==> config.mk <==
export PLATFORM = sky130hd
export DESIGN_NAME = ternary_gate_unit_with_activity
export DESIGN_NICKNAME = d
export VERILOG_FILES = /design/src/sv/tgu_pkg.sv /design/src/sv/tgu_lane.sv /design/src/sv/tgu_merge.sv /design/src/sv/tgu_gate.sv /design/src/sv/ternary_gate_unit_with_activity.sv
export SDC_FILE = /design/constraint.sdc
export NUM_CORES = 2
export LEC_CHECK = 0
export ABC_AREA = 1
export BUFFER_PORTS_ARGS = -buffer_cell sky130_fd_sc_hd__buf_2
export CAP_MARGIN = 15
export CORE_UTILIZATION = 37
export CTS_BUF_LIST = sky130_fd_sc_hd__clkbuf_8
export DETAILED_ROUTE_END_ITERATION = 10
export PLACE_DENSITY = 0.5
export SETUP_SLACK_MARGIN = 0.4
export SYNTH_ARGS = -nofsm -noshare
export SYNTH_HDL_FRONTEND = slang
export SYNTH_HIERARCHICAL = 1
export SYNTH_SLANG_ARGS = --single-unit
==> constraint.sdc <==
create_clock -name clock -period 14 [get_ports clock]
set_input_delay 1.4 -clock clock [delete_from_list [all_inputs] [get_ports clock]]
set_output_delay 1.4 -clock clock [all_outputs]
set_load 0.005 [all_outputs]
==> src/sv/tgu_pkg.sv <==
package tgu_pkg;

   localparam int WORD_TRITS    = 16;
   localparam int TRIT_W        = 2;
   localparam int WORD_W        = 32;
   localparam int OPERAND_TRITS = WORD_W / TRIT_W;
   localparam int OPCODE_W      = 4;
   localparam int COUNT_IN_W    = 5;
   localparam int COST_W        = 16;
   localparam int DELAY_W       = 7;
   localparam int CSR_INDEX_W   = 2;
   localparam int CNT_W         = $clog2(WORD_TRITS + 1);
   localparam int ACT_W         = (CNT_W < 2) ? 2 : CNT_W;
   localparam int ENERGY_W      = COST_W + ACT_W;
   localparam int LEVELS        = $clog2(WORD_TRITS);

   localparam logic [DELAY_W-1:0] DELAY_INV  = DELAY_W'(30);
   localparam logic [DELAY_W-1:0] DELAY_NAND = DELAY_W'(55);
   localparam logic [DELAY_W-1:0] DELAY_ADD  = DELAY_W'(85);

   localparam logic [TRIT_W-1:0] TRIT_ZERO = 2'd0;
   localparam logic [TRIT_W-1:0] TRIT_ONE  = 2'd1;
   localparam logic [TRIT_W-1:0] TRIT_TWO  = 2'd2;

   localparam logic [CSR_INDEX_W-1:0] CSR_COST_NOT      = 2'd0;
   localparam logic [CSR_INDEX_W-1:0] CSR_COST_NAND     = 2'd1;
   localparam logic [CSR_INDEX_W-1:0] CSR_COST_FULL_ADD = 2'd2;

   typedef enum logic [OPCODE_W-1:0] {
      OP_NOT      = 4'd0,
      OP_NAND     = 4'd1,
      OP_NOR      = 4'd2,
      OP_AND      = 4'd3,
      OP_OR       = 4'd4,
      OP_MIN      = 4'd5,
      OP_MAX      = 4'd6,
      OP_HALF_ADD = 4'd7,
      OP_FULL_ADD = 4'd8,
      OP_WORD_ADD = 4'd9
   } opcode_type;

   typedef logic [TRIT_W-1:0] trit_type;

   // indexed by incoming carry 0..2
   typedef trit_type [2:0] trit_map_type;

   typedef struct packed {
      trit_map_type sum;
      trit_map_type carry;
   } lane_map_type;

   typedef struct packed {
      trit_type carry;
      trit_type sum;
   } digit_type;

   typedef struct packed {
      logic                word_add;
      trit_type            res;
      trit_type            carry;
      logic [ACT_W-1:0]    gates;
      logic [ACT_W-1:0]    transitions;
      logic [ENERGY_W-1:0] energy;
      logic                delay_set;
      logic [DELAY_W-1:0]  delay;
   } gate_info_type;

   function automatic trit_type trit_inv(trit_type a);
      trit_type r;
      if (a == TRIT_ZERO) r = TRIT_TWO;
      else if (a == TRIT_TWO) r = TRIT_ZERO;
      else r = TRIT_ONE;
      return r;
   endfunction

   function automatic trit_type trit_nand(trit_type a, trit_type b);
      trit_type r;
      if (a == TRIT_ZERO || b == TRIT_ZERO) r = TRIT_TWO;
      else if (a == TRIT_TWO && b == TRIT_TWO) r = TRIT_ZERO;
      else r = TRIT_ONE;
      return r;
   endfunction

   function automatic trit_type trit_max(trit_type a, trit_type b);
      return (a > b) ? a : b;
   endfunction

   function automatic trit_type trit_min(trit_type a, trit_type b);
      return (a < b) ? a : b;
   endfunction

   // sum mod 3 and carry clamped to 2, for totals up to 9
   function automatic digit_type add_digits(logic [3:0] t);
      digit_type d;
      unique case (t)
         4'd0: d = '{carry: TRIT_ZERO, sum: TRIT_ZERO};
         4'd1: d = '{carry: TRIT_ZERO, sum: TRIT_ONE};
         4'd2: d = '{carry: TRIT_ZERO, sum: TRIT_TWO};
         4'd3: d = '{carry: TRIT_ONE,  sum: TRIT_ZERO};
         4'd4: d = '{carry: TRIT_ONE,  sum: TRIT_ONE};
         4'd5: d = '{carry: TRIT_ONE,  sum: TRIT_TWO};
         4'd6: d = '{carry: TRIT_TWO,  sum: TRIT_ZERO};
         4'd7: d = '{carry: TRIT_TWO,  sum: TRIT_ONE};
         4'd8: d = '{carry: TRIT_TWO,  sum: TRIT_TWO};
         default: d = '{carry: TRIT_TWO, sum: TRIT_ZERO};
      endcase
      return d;
   endfunction

   function automatic trit_type map_apply(trit_map_type m, trit_type c);
      trit_type r;
      unique case (c)
         TRIT_ONE: r = m[1];
         TRIT_TWO: r = m[2];
         default:  r = m[0];
      endcase
      return r;
   endfunction

   // first applied, then second
   function automatic trit_map_type map_then(trit_map_type first, trit_map_type second);
      trit_map_type h;
      h[0] = map_apply(second, first[0]);
      h[1] = map_apply(second, first[1]);
      h[2] = map_apply(second, first[2]);
      return h;
   endfunction

endpackage

==> src/sv/tgu_lane.sv <==
module tgu_lane (
   input  tgu_pkg::trit_type     a,
   input  tgu_pkg::trit_type     b,
   input  logic                  enable,
   output tgu_pkg::lane_map_type lane_map
);

   tgu_pkg::digit_type dig [3];

   always_comb begin
      for (int c = 0; c < 3; c++) begin
         dig[c] = tgu_pkg::add_digits(4'(a) + 4'(b) + 4'(c));
      end
      for (int c = 0; c < 3; c++) begin
         if (enable) begin
            lane_map.sum[c]   = dig[c].sum;
            lane_map.carry[c] = dig[c].carry;
         end else begin
            // disabled lane passes the carry and contributes no sum
            lane_map.sum[c]   = tgu_pkg::TRIT_ZERO;
            lane_map.carry[c] = tgu_pkg::trit_type'(c);
         end
      end
   end

endmodule

==> src/sv/tgu_merge.sv <==
module tgu_merge (
   input  tgu_pkg::lane_map_type lanes [tgu_pkg::WORD_TRITS],
   output tgu_pkg::trit_type     sum_trits [tgu_pkg::WORD_TRITS],
   output tgu_pkg::trit_type     carry_out
);

   tgu_pkg::trit_map_type prefix [tgu_pkg::LEVELS+1][tgu_pkg::WORD_TRITS];

   // parallel prefix of the carry maps
   for (genvar i = 0; i < tgu_pkg::WORD_TRITS; i++) begin : g_base
      assign prefix[0][i] = lanes[i].carry;
   end

   for (genvar l = 0; l < tgu_pkg::LEVELS; l++) begin : g_level
      localparam int Span = 1 << l;
      for (genvar i = 0; i < tgu_pkg::WORD_TRITS; i++) begin : g_node
         if (i >= Span) begin : g_comb
            assign prefix[l+1][i] = tgu_pkg::map_then(prefix[l][i-Span], prefix[l][i]);
         end else begin : g_pass
            assign prefix[l+1][i] = prefix[l][i];
         end
      end
   end

   for (genvar i = 0; i < tgu_pkg::WORD_TRITS; i++) begin : g_sum
      if (i == 0) begin : g_first
         assign sum_trits[i] = tgu_pkg::map_apply(lanes[i].sum, tgu_pkg::TRIT_ZERO);
      end else begin : g_rest
         assign sum_trits[i] = tgu_pkg::map_apply(lanes[i].sum,
            tgu_pkg::map_apply(prefix[tgu_pkg::LEVELS][i-1], tgu_pkg::TRIT_ZERO));
      end
   end

   assign carry_out = tgu_pkg::map_apply(prefix[tgu_pkg::LEVELS][tgu_pkg::WORD_TRITS-1],
                                         tgu_pkg::TRIT_ZERO);

endmodule

==> src/sv/tgu_gate.sv <==
module tgu_gate (
   input  logic [tgu_pkg::OPCODE_W-1:0] opcode,
   input  tgu_pkg::trit_type            a,
   input  tgu_pkg::trit_type            b,
   input  tgu_pkg::trit_type            cin,
   input  logic [tgu_pkg::CNT_W-1:0]    count,
   input  logic [tgu_pkg::COST_W-1:0]   cost_not,
   input  logic [tgu_pkg::COST_W-1:0]   cost_nand,
   input  logic [tgu_pkg::COST_W-1:0]   cost_full_add,
   output tgu_pkg::gate_info_type       info
);

   tgu_pkg::opcode_type op;
   tgu_pkg::digit_type  half_dig;
   tgu_pkg::digit_type  full_dig;
   logic [tgu_pkg::ENERGY_W-1:0] e_not;
   logic [tgu_pkg::ENERGY_W-1:0] e_nand;
   logic [tgu_pkg::ENERGY_W-1:0] e_fa;

   assign op       = tgu_pkg::opcode_type'(opcode);
   assign half_dig = tgu_pkg::add_digits(4'(a) + 4'(b));
   assign full_dig = tgu_pkg::add_digits(4'(a) + 4'(b) + 4'(cin));
   assign e_not    = tgu_pkg::ENERGY_W'(cost_not);
   assign e_nand   = tgu_pkg::ENERGY_W'(cost_nand);
   assign e_fa     = tgu_pkg::ENERGY_W'(cost_full_add);

   always_comb begin
      info = '0;
      unique case (op)
         tgu_pkg::OP_NOT: begin
            info.res         = tgu_pkg::trit_inv(a);
            info.gates       = tgu_pkg::ACT_W'(1);
            info.transitions = tgu_pkg::ACT_W'(1);
            info.energy      = e_not;
            info.delay_set   = 1'b1;
            info.delay       = tgu_pkg::DELAY_INV;
         end
         tgu_pkg::OP_NAND: begin
            info.res         = tgu_pkg::trit_nand(a, b);
            info.gates       = tgu_pkg::ACT_W'(1);
            info.transitions = tgu_pkg::ACT_W'(1);
            info.energy      = e_nand;
            info.delay_set   = 1'b1;
            info.delay       = tgu_pkg::DELAY_NAND;
         end
         tgu_pkg::OP_NOR: begin
            info.res         = tgu_pkg::trit_inv(tgu_pkg::trit_max(a, b));
            info.gates       = tgu_pkg::ACT_W'(2);
            info.transitions = tgu_pkg::ACT_W'(2);
            info.energy      = e_nand + e_not;
            info.delay_set   = 1'b1;
            info.delay       = tgu_pkg::DELAY_INV;
         end
         tgu_pkg::OP_AND: begin
            info.res         = tgu_pkg::trit_inv(tgu_pkg::trit_nand(a, b));
            info.gates       = tgu_pkg::ACT_W'(2);
            info.transitions = tgu_pkg::ACT_W'(2);
            info.energy      = e_nand + e_not;
            info.delay_set   = 1'b1;
            info.delay       = tgu_pkg::DELAY_INV;
         end
         tgu_pkg::OP_OR: begin
            info.res         = tgu_pkg::trit_inv(tgu_pkg::trit_inv(tgu_pkg::trit_max(a, b)));
            info.gates       = tgu_pkg::ACT_W'(3);
            info.transitions = tgu_pkg::ACT_W'(3);
            info.energy      = e_nand + (e_not << 1);
            info.delay_set   = 1'b1;
            info.delay       = tgu_pkg::DELAY_INV;
         end
         tgu_pkg::OP_MIN: begin
            info.res   = tgu_pkg::trit_min(a, b);
            info.gates = tgu_pkg::ACT_W'(1);
         end
         tgu_pkg::OP_MAX: begin
            info.res   = tgu_pkg::trit_max(a, b);
            info.gates = tgu_pkg::ACT_W'(1);
         end
         tgu_pkg::OP_HALF_ADD: begin
            info.res         = half_dig.sum;
            info.carry       = half_dig.carry;
            info.gates       = tgu_pkg::ACT_W'(1);
            info.transitions = tgu_pkg::ACT_W'(1);
            info.energy      = (e_nand << 1) + e_nand;
         end
         tgu_pkg::OP_FULL_ADD: begin
            info.res         = full_dig.sum;
            info.carry       = full_dig.carry;
            info.gates       = tgu_pkg::ACT_W'(1);
            info.transitions = tgu_pkg::ACT_W'(1);
            info.energy      = e_fa;
            info.delay_set   = 1'b1;
            info.delay       = tgu_pkg::DELAY_ADD;
         end
         tgu_pkg::OP_WORD_ADD: begin
            info.word_add    = 1'b1;
            info.gates       = tgu_pkg::ACT_W'(count);
            info.transitions = tgu_pkg::ACT_W'(count);
            info.energy      = tgu_pkg::ENERGY_W'(count) * e_fa;
            info.delay_set   = (count != '0);
            info.delay       = tgu_pkg::DELAY_ADD;
         end
         default: begin
            info = '0;
         end
      endcase
   end

endmodule

==> src/sv/ternary_gate_unit_with_activity.sv <==
// a beat accepted on req is registered in stage 1 and then in the rsp registers
// throughput: one beat per cycle while rsp is not stalled; lane maps are registered, then the carry
// prefix merge and the activity counters update in the second stage
// a stalled rsp holds both stages; req_ready drops only while both are full
// reset clears counters, last delay, cost registers and both valid stages
module ternary_gate_unit_with_activity (
   input  logic                            clock,
   input  logic                            reset,
   input  logic                            req_valid,
   output logic                            req_ready,
   input  logic [tgu_pkg::OPCODE_W-1:0]    req_opcode,
   input  logic [tgu_pkg::WORD_W-1:0]      req_operand_a,
   input  logic [tgu_pkg::WORD_W-1:0]      req_operand_b,
   input  logic [tgu_pkg::TRIT_W-1:0]      req_carry_in,
   input  logic [tgu_pkg::COUNT_IN_W-1:0]  req_trit_count,
   output logic                            rsp_valid,
   input  logic                            rsp_ready,
   output logic [tgu_pkg::WORD_W-1:0]      rsp_result_word,
   output logic [tgu_pkg::TRIT_W-1:0]      rsp_carry_out,
   output logic [31:0]                     rsp_gates_total,
   output logic [31:0]                     rsp_transitions_total,
   output logic [31:0]                     rsp_energy_total,
   output logic [tgu_pkg::DELAY_W-1:0]     rsp_delay_ps,
   input  logic                            csr_wen,
   input  logic [tgu_pkg::CSR_INDEX_W-1:0] csr_index,
   input  logic [tgu_pkg::COST_W-1:0]      csr_wdata
);

   logic [tgu_pkg::COST_W-1:0] cost_not_ff, cost_not_in;
   logic [tgu_pkg::COST_W-1:0] cost_nand_ff, cost_nand_in;
   logic [tgu_pkg::COST_W-1:0] cost_fa_ff, cost_fa_in;

   logic                   s1_valid_ff, s1_valid_in;
   tgu_pkg::gate_info_type s1_info_ff, s1_info_in;
   tgu_pkg::lane_map_type  s1_lane_ff [tgu_pkg::WORD_TRITS];
   tgu_pkg::lane_map_type  s1_lane_in [tgu_pkg::WORD_TRITS];

   logic                          rsp_valid_ff, rsp_valid_in;
   logic [tgu_pkg::WORD_W-1:0]    rsp_result_word_ff, rsp_result_word_in;
   tgu_pkg::trit_type             rsp_carry_out_ff, rsp_carry_out_in;
   logic [31:0]                   gate_count_ff, gate_count_in;
   logic [31:0]                   trans_count_ff, trans_count_in;
   logic [31:0]                   energy_sum_ff, energy_sum_in;
   logic [tgu_pkg::DELAY_W-1:0]   last_delay_ff, last_delay_in;

   logic                           advance;
   logic                           take;
   logic                           word_op;
   logic [tgu_pkg::CNT_W-1:0]      count_clamped;
   tgu_pkg::trit_type              lane_a [tgu_pkg::WORD_TRITS];
   tgu_pkg::trit_type              lane_b [tgu_pkg::WORD_TRITS];
   tgu_pkg::trit_type              merged_sum [tgu_pkg::WORD_TRITS];
   tgu_pkg::trit_type              merged_carry;
   tgu_pkg::trit_type [tgu_pkg::OPERAND_TRITS-1:0] word_trits;

   assign advance   = !rsp_valid_ff || rsp_ready;
   assign req_ready = !s1_valid_ff || advance;
   assign take      = req_valid && req_ready;

   // config registers
   always_comb begin
      cost_not_in  = cost_not_ff;
      cost_nand_in = cost_nand_ff;
      cost_fa_in   = cost_fa_ff;
      if (csr_wen) begin
         unique case (csr_index)
            tgu_pkg::CSR_COST_NOT:      cost_not_in  = csr_wdata;
            tgu_pkg::CSR_COST_NAND:     cost_nand_in = csr_wdata;
            tgu_pkg::CSR_COST_FULL_ADD: cost_fa_in   = csr_wdata;
            default: ;
         endcase
      end
   end

   always_ff @(posedge clock) begin
      if (reset) begin
         cost_not_ff  <= '0;
         cost_nand_ff <= '0;
         cost_fa_ff   <= '0;
      end else begin
         cost_not_ff  <= cost_not_in;
         cost_nand_ff <= cost_nand_in;
         cost_fa_ff   <= cost_fa_in;
      end
   end

   // stage 1: lanes and single-trit gate
   assign count_clamped = (32'(req_trit_count) > 32'(tgu_pkg::WORD_TRITS))
                        ? tgu_pkg::CNT_W'(tgu_pkg::WORD_TRITS)
                        : tgu_pkg::CNT_W'(req_trit_count);
   assign word_op = (req_opcode == tgu_pkg::OP_WORD_ADD);

   for (genvar i = 0; i < tgu_pkg::WORD_TRITS; i++) begin : g_lane
      if (i < tgu_pkg::OPERAND_TRITS) begin : g_read
         assign lane_a[i] = req_operand_a[tgu_pkg::TRIT_W*i +: tgu_pkg::TRIT_W];
         assign lane_b[i] = req_operand_b[tgu_pkg::TRIT_W*i +: tgu_pkg::TRIT_W];
      end else begin : g_zero
         assign lane_a[i] = tgu_pkg::TRIT_ZERO;
         assign lane_b[i] = tgu_pkg::TRIT_ZERO;
      end
      tgu_lane u_lane (
         .a        (lane_a[i]),
         .b        (lane_b[i]),
         .enable   (word_op && (tgu_pkg::CNT_W'(i) < count_clamped)),
         .lane_map (s1_lane_in[i])
      );
   end

   tgu_gate u_gate (
      .opcode        (req_opcode),
      .a             (req_operand_a[tgu_pkg::TRIT_W-1:0]),
      .b             (req_operand_b[tgu_pkg::TRIT_W-1:0]),
      .cin           (req_carry_in),
      .count         (count_clamped),
      .cost_not      (cost_not_ff),
      .cost_nand     (cost_nand_ff),
      .cost_full_add (cost_fa_ff),
      .info          (s1_info_in)
   );

   assign s1_valid_in = req_ready ? req_valid : s1_valid_ff;

   always_ff @(posedge clock) begin
      if (reset) begin
         s1_valid_ff <= 1'b0;
      end else begin
         s1_valid_ff <= s1_valid_in;
      end
   end

   always_ff @(posedge clock) begin
      if (take) begin
         s1_info_ff <= s1_info_in;
         s1_lane_ff <= s1_lane_in;
      end
   end

   // stage 2: carry merge and counters
   tgu_merge u_merge (
      .lanes     (s1_lane_ff),
      .sum_trits (merged_sum),
      .carry_out (merged_carry)
   );

   for (genvar i = 0; i < tgu_pkg::OPERAND_TRITS; i++) begin : g_word
      if (i < tgu_pkg::WORD_TRITS) begin : g_used
         assign word_trits[i] = merged_sum[i];
      end else begin : g_unused
         assign word_trits[i] = tgu_pkg::TRIT_ZERO;
      end
   end

   always_comb begin
      rsp_valid_in       = advance ? s1_valid_ff : rsp_valid_ff;
      rsp_result_word_in = s1_info_ff.word_add ? tgu_pkg::WORD_W'(word_trits)
                                               : tgu_pkg::WORD_W'(s1_info_ff.res);
      rsp_carry_out_in   = s1_info_ff.word_add ? merged_carry : s1_info_ff.carry;
      gate_count_in      = gate_count_ff + 32'(s1_info_ff.gates);
      trans_count_in     = trans_count_ff + 32'(s1_info_ff.transitions);
      energy_sum_in      = energy_sum_ff + 32'(s1_info_ff.energy);
      last_delay_in      = s1_info_ff.delay_set ? s1_info_ff.delay : last_delay_ff;
   end

   always_ff @(posedge clock) begin
      if (reset) begin
         rsp_valid_ff   <= 1'b0;
         gate_count_ff  <= '0;
         trans_count_ff <= '0;
         energy_sum_ff  <= '0;
         last_delay_ff  <= '0;
      end else begin
         rsp_valid_ff <= rsp_valid_in;
         if (advance && s1_valid_ff) begin
            gate_count_ff  <= gate_count_in;
            trans_count_ff <= trans_count_in;
            energy_sum_ff  <= energy_sum_in;
            last_delay_ff  <= last_delay_in;
         end
      end
   end

   always_ff @(posedge clock) begin
      if (advance && s1_valid_ff) begin
         rsp_result_word_ff <= rsp_result_word_in;
         rsp_carry_out_ff   <= rsp_carry_out_in;
      end
   end

   assign rsp_valid             = rsp_valid_ff;
   assign rsp_result_word       = rsp_result_word_ff;
   assign rsp_carry_out         = rsp_carry_out_ff;
   assign rsp_gates_total       = gate_count_ff;
   assign rsp_transitions_total = trans_count_ff;
   assign rsp_energy_total      = energy_sum_ff;
   assign rsp_delay_ps          = last_delay_ff;

   a_carry_valid : assert property (@(posedge clock) disable iff (reset)
      rsp_valid_ff |-> rsp_carry_out_ff != 2'd3)
      else $error("carry out holds invalid trit code");

   a_count_hold : assert property (@(posedge clock) disable iff (reset)
      !(advance && s1_valid_ff) |=> $stable(gate_count_ff) && $stable(energy_sum_ff))
      else $error("counters moved without a beat leaving stage 1");

   a_stage_hold : assert property (@(posedge clock) disable iff (reset)
      s1_valid_ff && !advance |=> s1_valid_ff && $stable(s1_info_ff))
      else $error("stage 1 beat overwritten while output stalled");

   a_delay_code : assert property (@(posedge clock) disable iff (reset)
      last_delay_ff == '0 || last_delay_ff == tgu_pkg::DELAY_INV ||
      last_delay_ff == tgu_pkg::DELAY_NAND || last_delay_ff == tgu_pkg::DELAY_ADD)
      else $error("last delay holds an unknown value");

endmodule
# Yosys cells after proc, flatten, opt, wreduce, memory -nomap -nowiden
# Memories as Yosys holds them, arrays and structs flattened. A register that Yosys moved wholly into a read port is not among the register bits.
# Index checks and enable logic that the tools add are counted.
# Widths: inputs -> output; s select.
# classes
add_sub_neg	53
mul	1
n_lt_le_gt_ge	19
n_eq_ne	250
mux	155
reduce_logical	85
# op_table
operator	count
$pmux 2 s2	133
$eq 2x2->1 const B	123
$eq 2x1->1 const B	118
$pmux 26 s7	1
$add 32x5->32	2
$add 4x1->4 const B	15
$add 4x2->4 const B	15
$add 2x2->3	16
$logic_not 1->1	48
$lt 4x5->1 const A	8
$add 32x21->32	1
$pmux 8 s4	1
$mux 2	11
$mul 5x16->21	1
$lt 3x5->1 const A	4
$pmux 5 s4	1
$logic_and 1x1->1	19
$add 16x17->18	1
$add 17x16->18	1
$pmux 2 s9	1
$add 16x16->17	1
$eq 4x3->1 const B	4
$logic_not 2->1	6
$lt 1x5->1 const A	2
17 further kinds	30
# word_totals
regBits	231
rom_bits	3072
inputBits	98
output_inout_bits	139
memories	48
# mem_list
memory	depth	word_bits	rd	rd_ports_with_merged_regs	write_ports	line_no	text
(name not given)	16	4	1	1	0	tgu_pkg.sv:95	unique case (t)
(name not given)	16	4	1	1	0	tgu_pkg.sv:95	
(name not given)	16	4	1	1	0	tgu_pkg.sv:95	
(name not given)	16	4	1	1	0	tgu_pkg.sv:95	
(name not given)	16	4	1	1	0	tgu_pkg.sv:95	
(name not given)	16	4	1	1	0	tgu_pkg.sv:95	
+42 memories	--	--	--	--	--	--	

# Longest topological paths before layout
# depth
word_depth	10
mapped_depth	31
mapped_depth_nobuf	31

# By module
# Netlist, hierarchy kept.
# by_module_without_submodules
mod	instances	cells_per_inst	area_per_inst_um2	seq_area_each_um2
ternary_gate_unit_with_activity	1	1793	17464.2	11170.7
tgu_merge	1	1819	9869.5	0.0
tgu_gate	1	1103	6192.2	0.0
tgu_lane at g_lane[10].u_lane ...	15	70	397.9	0.0
tgu_lane at g_lane[0].u_lane	1	65	379.1	0.0

# Worst setup path before layout
# No wires, ideal clock.
# synth_path
path_type	input to register
startpoint	input port rsp_ready
endpoint	register s1_info_ff[0] (netlist name) (enable)
setup_time_ns	0.588
arrival_ns	6.179
required_time_ns	13.412
setup_slack_ns	7.233
stages	4
n_path_buf	0
cell_sequence	inv_2 nand3_1 nand2_1 inv_1
# synth_between
elab_chain_len	3
# synth_lines
item	line_no	text
start: declaration	ternary_gate_unit_with_activity.sv:17	input logic rsp_ready,
$logic_or 1x1->1	ternary_gate_unit_with_activity.sv:56	assign advance = !rsp_valid_ff || rsp_ready;
$logic_or 1x1->1	ternary_gate_unit_with_activity.sv:57	assign req_ready = !s1_valid_ff || advance;
via req_ready	ternary_gate_unit_with_activity.sv:10	output logic req_ready,
$logic_and 1x1->1	ternary_gate_unit_with_activity.sv:58	assign take = req_valid && req_ready;
via take	ternary_gate_unit_with_activity.sv:47	logic take;
end signal: assignment	ternary_gate_unit_with_activity.sv:133	s1_info_ff <= s1_info_in;
end: declaration	ternary_gate_unit_with_activity.sv:34	tgu_pkg::gate_info_type s1_info_ff, s1_info_in;
# The timed path passes the listed nets, and every way through them passes these cells.
# A chain may end at the register's enable or synchronous reset.

# Worst setup path after layout
# layout_path
startpoint	register s1_lane_ff[181] (netlist name)
endpoint	register rsp_carry_out_ff[0] (netlist: rsp_carry_out[0]), data pin
# layout_between
elab_chain_len	9
word_cells_on_any_way	13
classes_between	8 x eq/ne; 5 x mux
# layout_lines
item	line_no	text
$eq 2x2->1 / $eq 2x1->1 (equally long branches)	tgu_pkg.sv:112	unique case (c)
$pmux 2 s2 *	tgu_pkg.sv:112	
$eq 2x2->1 / $eq 2x1->1 (equally long branches)	tgu_pkg.sv:112	
$pmux 2 s2 *	tgu_pkg.sv:112	
$eq 2x2->1 / $eq 2x1->1 (equally long branches)	tgu_pkg.sv:112	
$pmux 2 s2 *	tgu_pkg.sv:112	
$eq 2x2->1 / $eq 2x1->1 (equally long branches)	tgu_pkg.sv:112	
$pmux 2 s2 *	tgu_pkg.sv:112	
via merged_carry[0]	ternary_gate_unit_with_activity.sv:53	tgu_pkg::trit_type merged_carry;
$mux 2 *	ternary_gate_unit_with_activity.sv:157	rsp_carry_out_in = s1_info_ff.word_add ? merged_carry : s1_info_ff.carry;
via rsp_carry_out_in[0]	ternary_gate_unit_with_activity.sv:40	tgu_pkg::trit_type rsp_carry_out_ff, rsp_carry_out_in;
end signal: assignment	ternary_gate_unit_with_activity.sv:185	rsp_carry_out_ff <= rsp_carry_out_in;
end: declaration	ternary_gate_unit_with_activity.sv:40	
# Mark *: on every way through the listed nets, which the timed path passes. The rest lies on a longest branch.

==> run summary <==
The run finished, with violations left. The checks that failed: DRC. On the worst path, the slowest cell contributes a delay of 0.51 ns.

The floorplan step defined a die boundary enclosing 108000 sq um. The final routed DRC violation total is 32. The initialized floorplan defines 119 standard-cell rows. For the count of instances resized after the clock tree is built, the log shows 0. The logs give 0.924 for the placer's final routability congestion estimate and 11318 for the total of fill cells in the finished design.

The die is 328 um tall. After layout, the worst path uses 38.1% of the clock period. The launch point of the worst hold path was rsp_delay_ps[2]. The pin count of the biggest net entering global routing came out at 103. After layout, the worst setup slack is 8.66 ns. For the register-to-register setup slack, the log shows 8.66 ns.

On the critical path the largest part of the delay comes from adder cells. 237 I/O pins were placed. Synthesis produced a netlist with a net count of 6435. Count of final max-slew check failures: 0. Setup violations remaining at the end of the flow were counted as 0. The worst slack at placement came out at 7.99 ns. At the worst endpoint, the required time is 14.48 ns. The count of buffering cells on the critical path with inverters included was 7; the remaining max-slew budget at the tightest pin was 22.5%. The tightest hold path in the finished design has a slack of 0.490 ns.

After detailed routing, the average wire length per cell comes to 17.1 um. In the final design database the tool counted 6683 nets. The worst-case clock skew was 0.0578 ns; the number of optimization iterations in the first detailed-route pass was 9.

The actual slew at the worst max-slew pin is 1.16 ns. The library cell contributing the largest single delay on the critical path was inv_1. Most common cell after layout, fill and taps aside: nand2_1. For the maximum number of buffers from clock root to sink, the log shows 3. For this configuration, the core starts out at a cell density of 37.4%. The cell sitting at the root of the clock tree is a clkbuf_8. For the worst flop-to-flop path, the logic depth is 21.

The routed design has 128000 um of wire. For this run, the total global-route usage over all layers was measured as 23.6%. In this run the worst path has a maximum fanout of 17. The worst hold path was traced through 2 stages.

The number of global-route vias before repair was 34612. Summing every instance area after synthesis gives 39400 sq um. The cell repeated most along the worst path is inv_1.

The post-synthesis average cell area works out to 6.82 sq um. The CTS buffer count came out at 83. Setup repair after global routing left no endpoint under its margin. The share of post-route cells with drive strength above 1 works out to 9.90%.

The critical path is of the register to register type. The width of the die is 328 um. The path with the worst hold slack has its endpoint at rsp_delay_ps[2]. Detailed placement finished with a half-perimeter wire length of 104000 um. Number of hold violations in the final report: 0.

In this run the power density over the cells is 105 nW/um^2. Path type of the worst min-delay path: register to register. The clock period could shrink to 5.34 ns. TritonCTS built the clock tree. In the layout the commonest cells are 1631 x nand2_1, 1052 x inv_1, 570 x nor2_1.

Clock tree synthesis found a total of 415 sinks. At the worst endpoint, the arrival time is 5.82 ns. The post-CTS repair timing setup buffer count was 0. The violation count after the first detailed-route iteration is 2583.

At the later pin of the worst-skew pair, clock insertion delay measures 0.76 ns. For this design the static power due to leakage is 23.0 nW. Once detail routing completed, the nets flagged for antenna violations numbered 0. The worst setup path is launched from a register.

VDD sags by at most 0.0655 mV. The number of H-tree levels is 3, and the sum of negative setup slack is 0 ns. Using the TritonRoute via totals, the vias-per-cell ratio works out to 4.91. From synthesis to final layout, the design area changed by 10.9%. Walking the worst path, the cells encountered are ha_1, inv_1, o221ai_1, o21ai_0, inv_1, ha_1, inv_1, o211ai_1, o21ai_0, inv_1, ha_1, inv_1, nand3_1, nand2_1, inv_2, ha_1, inv_1, a21oi_1, nand2_1, nand2_1, mux2_2. Synthesis handed over a netlist of 5781 instances. At the end of the flow the core is filled with cells to 41.5%.

The maximum clock frequency was 187 MHz. The worst setup path is captured at a register. For this run, the number of Yosys warnings is 6. The design draws 4.60 mW. The number of antenna violations at the first check in global routing was 8.

The area of the core was 105000 sq um; the first-pass GRT wire length was 198000 um. The number of buffers added on ports works out to 236. The tools report the worst flop-to-flop path startpoint as s1_lane_ff[181]. The CTS clock-pin slew for the worst setup and hold paths was 0.06 ns. The number of maximum-capacitance violations was 0. The endpoint identified for the worst register-to-register timing path is rsp_carry_out[0].

Across all layers, the routed design uses 36836 vias. In this run, post-CTS hold repair placed 0 buffers. The run gives 0 as the total congestion overflow.
==> routing by layer <==
metal | share of wire [%] | vias to the layer above | GRT usage (%)
li1 | - | 18832 | -
met1 | 48 | 17016 | 33.4
met2 | 45 | 851 | 38.1
met3 | 4.8 | 133 | 2.54
met4 | 1.9 | 4 | 5.99
met5 | 0.022 | - | 0
==> how the worst max path moves through the flow <==
stage	start	end	slack, ns	cells past startpoint
global route	s1_lane_ff[180]	rsp_carry_out[0]	8.15	22
finish	s1_lane_ff[181]	rsp_carry_out[0]	8.66	21
global placement	req_trit_count[4]	s1_info_ff[16]	8.07	17
CTS	s1_lane_ff[181]	rsp_carry_out[0]	8.60	21
detailed placement	req_trit_count[4]	s1_info_ff[16]	7.99	17
floorplan	rsp_ready	s1_info_ff[0]	7.39	4
==> worst reg2reg max path, cell delays in order, from the launching register on <==
cell and delay (ns):
edfxtp_1 0.39, ha_1 0.46, inv_1 0.51, o221ai_1 0.22, o21ai_0 0.21, inv_1 0.08, ha_1 0.38, inv_1 0.33
o211ai_1 0.15, o21ai_0 0.14, inv_1 0.08, ha_1 0.45, inv_1 0.40, nand3_1 0.14, nand2_1 0.17, inv_2 0.04
ha_1 0.30, inv_1 0.16, a21oi_1 0.06, nand2_1 0.08, nand2_1 0.06, mux2_2 0.25
==> where the power goes <==
group	switching, mW	internal [mW]	leakage [nW]
clock	0.597	0.736	1.01
combinational	1.22	0.608	18.1
sequential	0.0607	1.38	3.80
==> metrics by stage <==
stage               area (sq um)  cells
floorplan                  39400   5781
global placement           41900   7335
detailed placement         41900   7335
CTS                        43700   7490
global route               43700   7495
finish                     43700   7496
==> area by class of cell <==
type,instances,area [sq um],share of cell area (%)
diodes,6,15.0,0.0344
inverters,1112,4190,9.58
repair buffers,251,1290,2.96
flip-flops and latches,415,10900,25.0
clock inverters,61,469,1.07
multi-input cells,4166,23800,54.4
clock buffers,94,1290,2.96
well taps,1391,1740,3.98
==> state kept, by name (all words and copies together), names as in the netlist, 16 cells and up <==
name	flops
cost_not_ff	16
rsp_gates_total	32
rsp_energy_total	32
rsp_result_word	32
s1_lane_ff	184
cost_nand_ff	16
s1_info_ff	44
cost_fa_ff	16
rsp_transitions_total	32
Power figures use the tool's default switching activity.
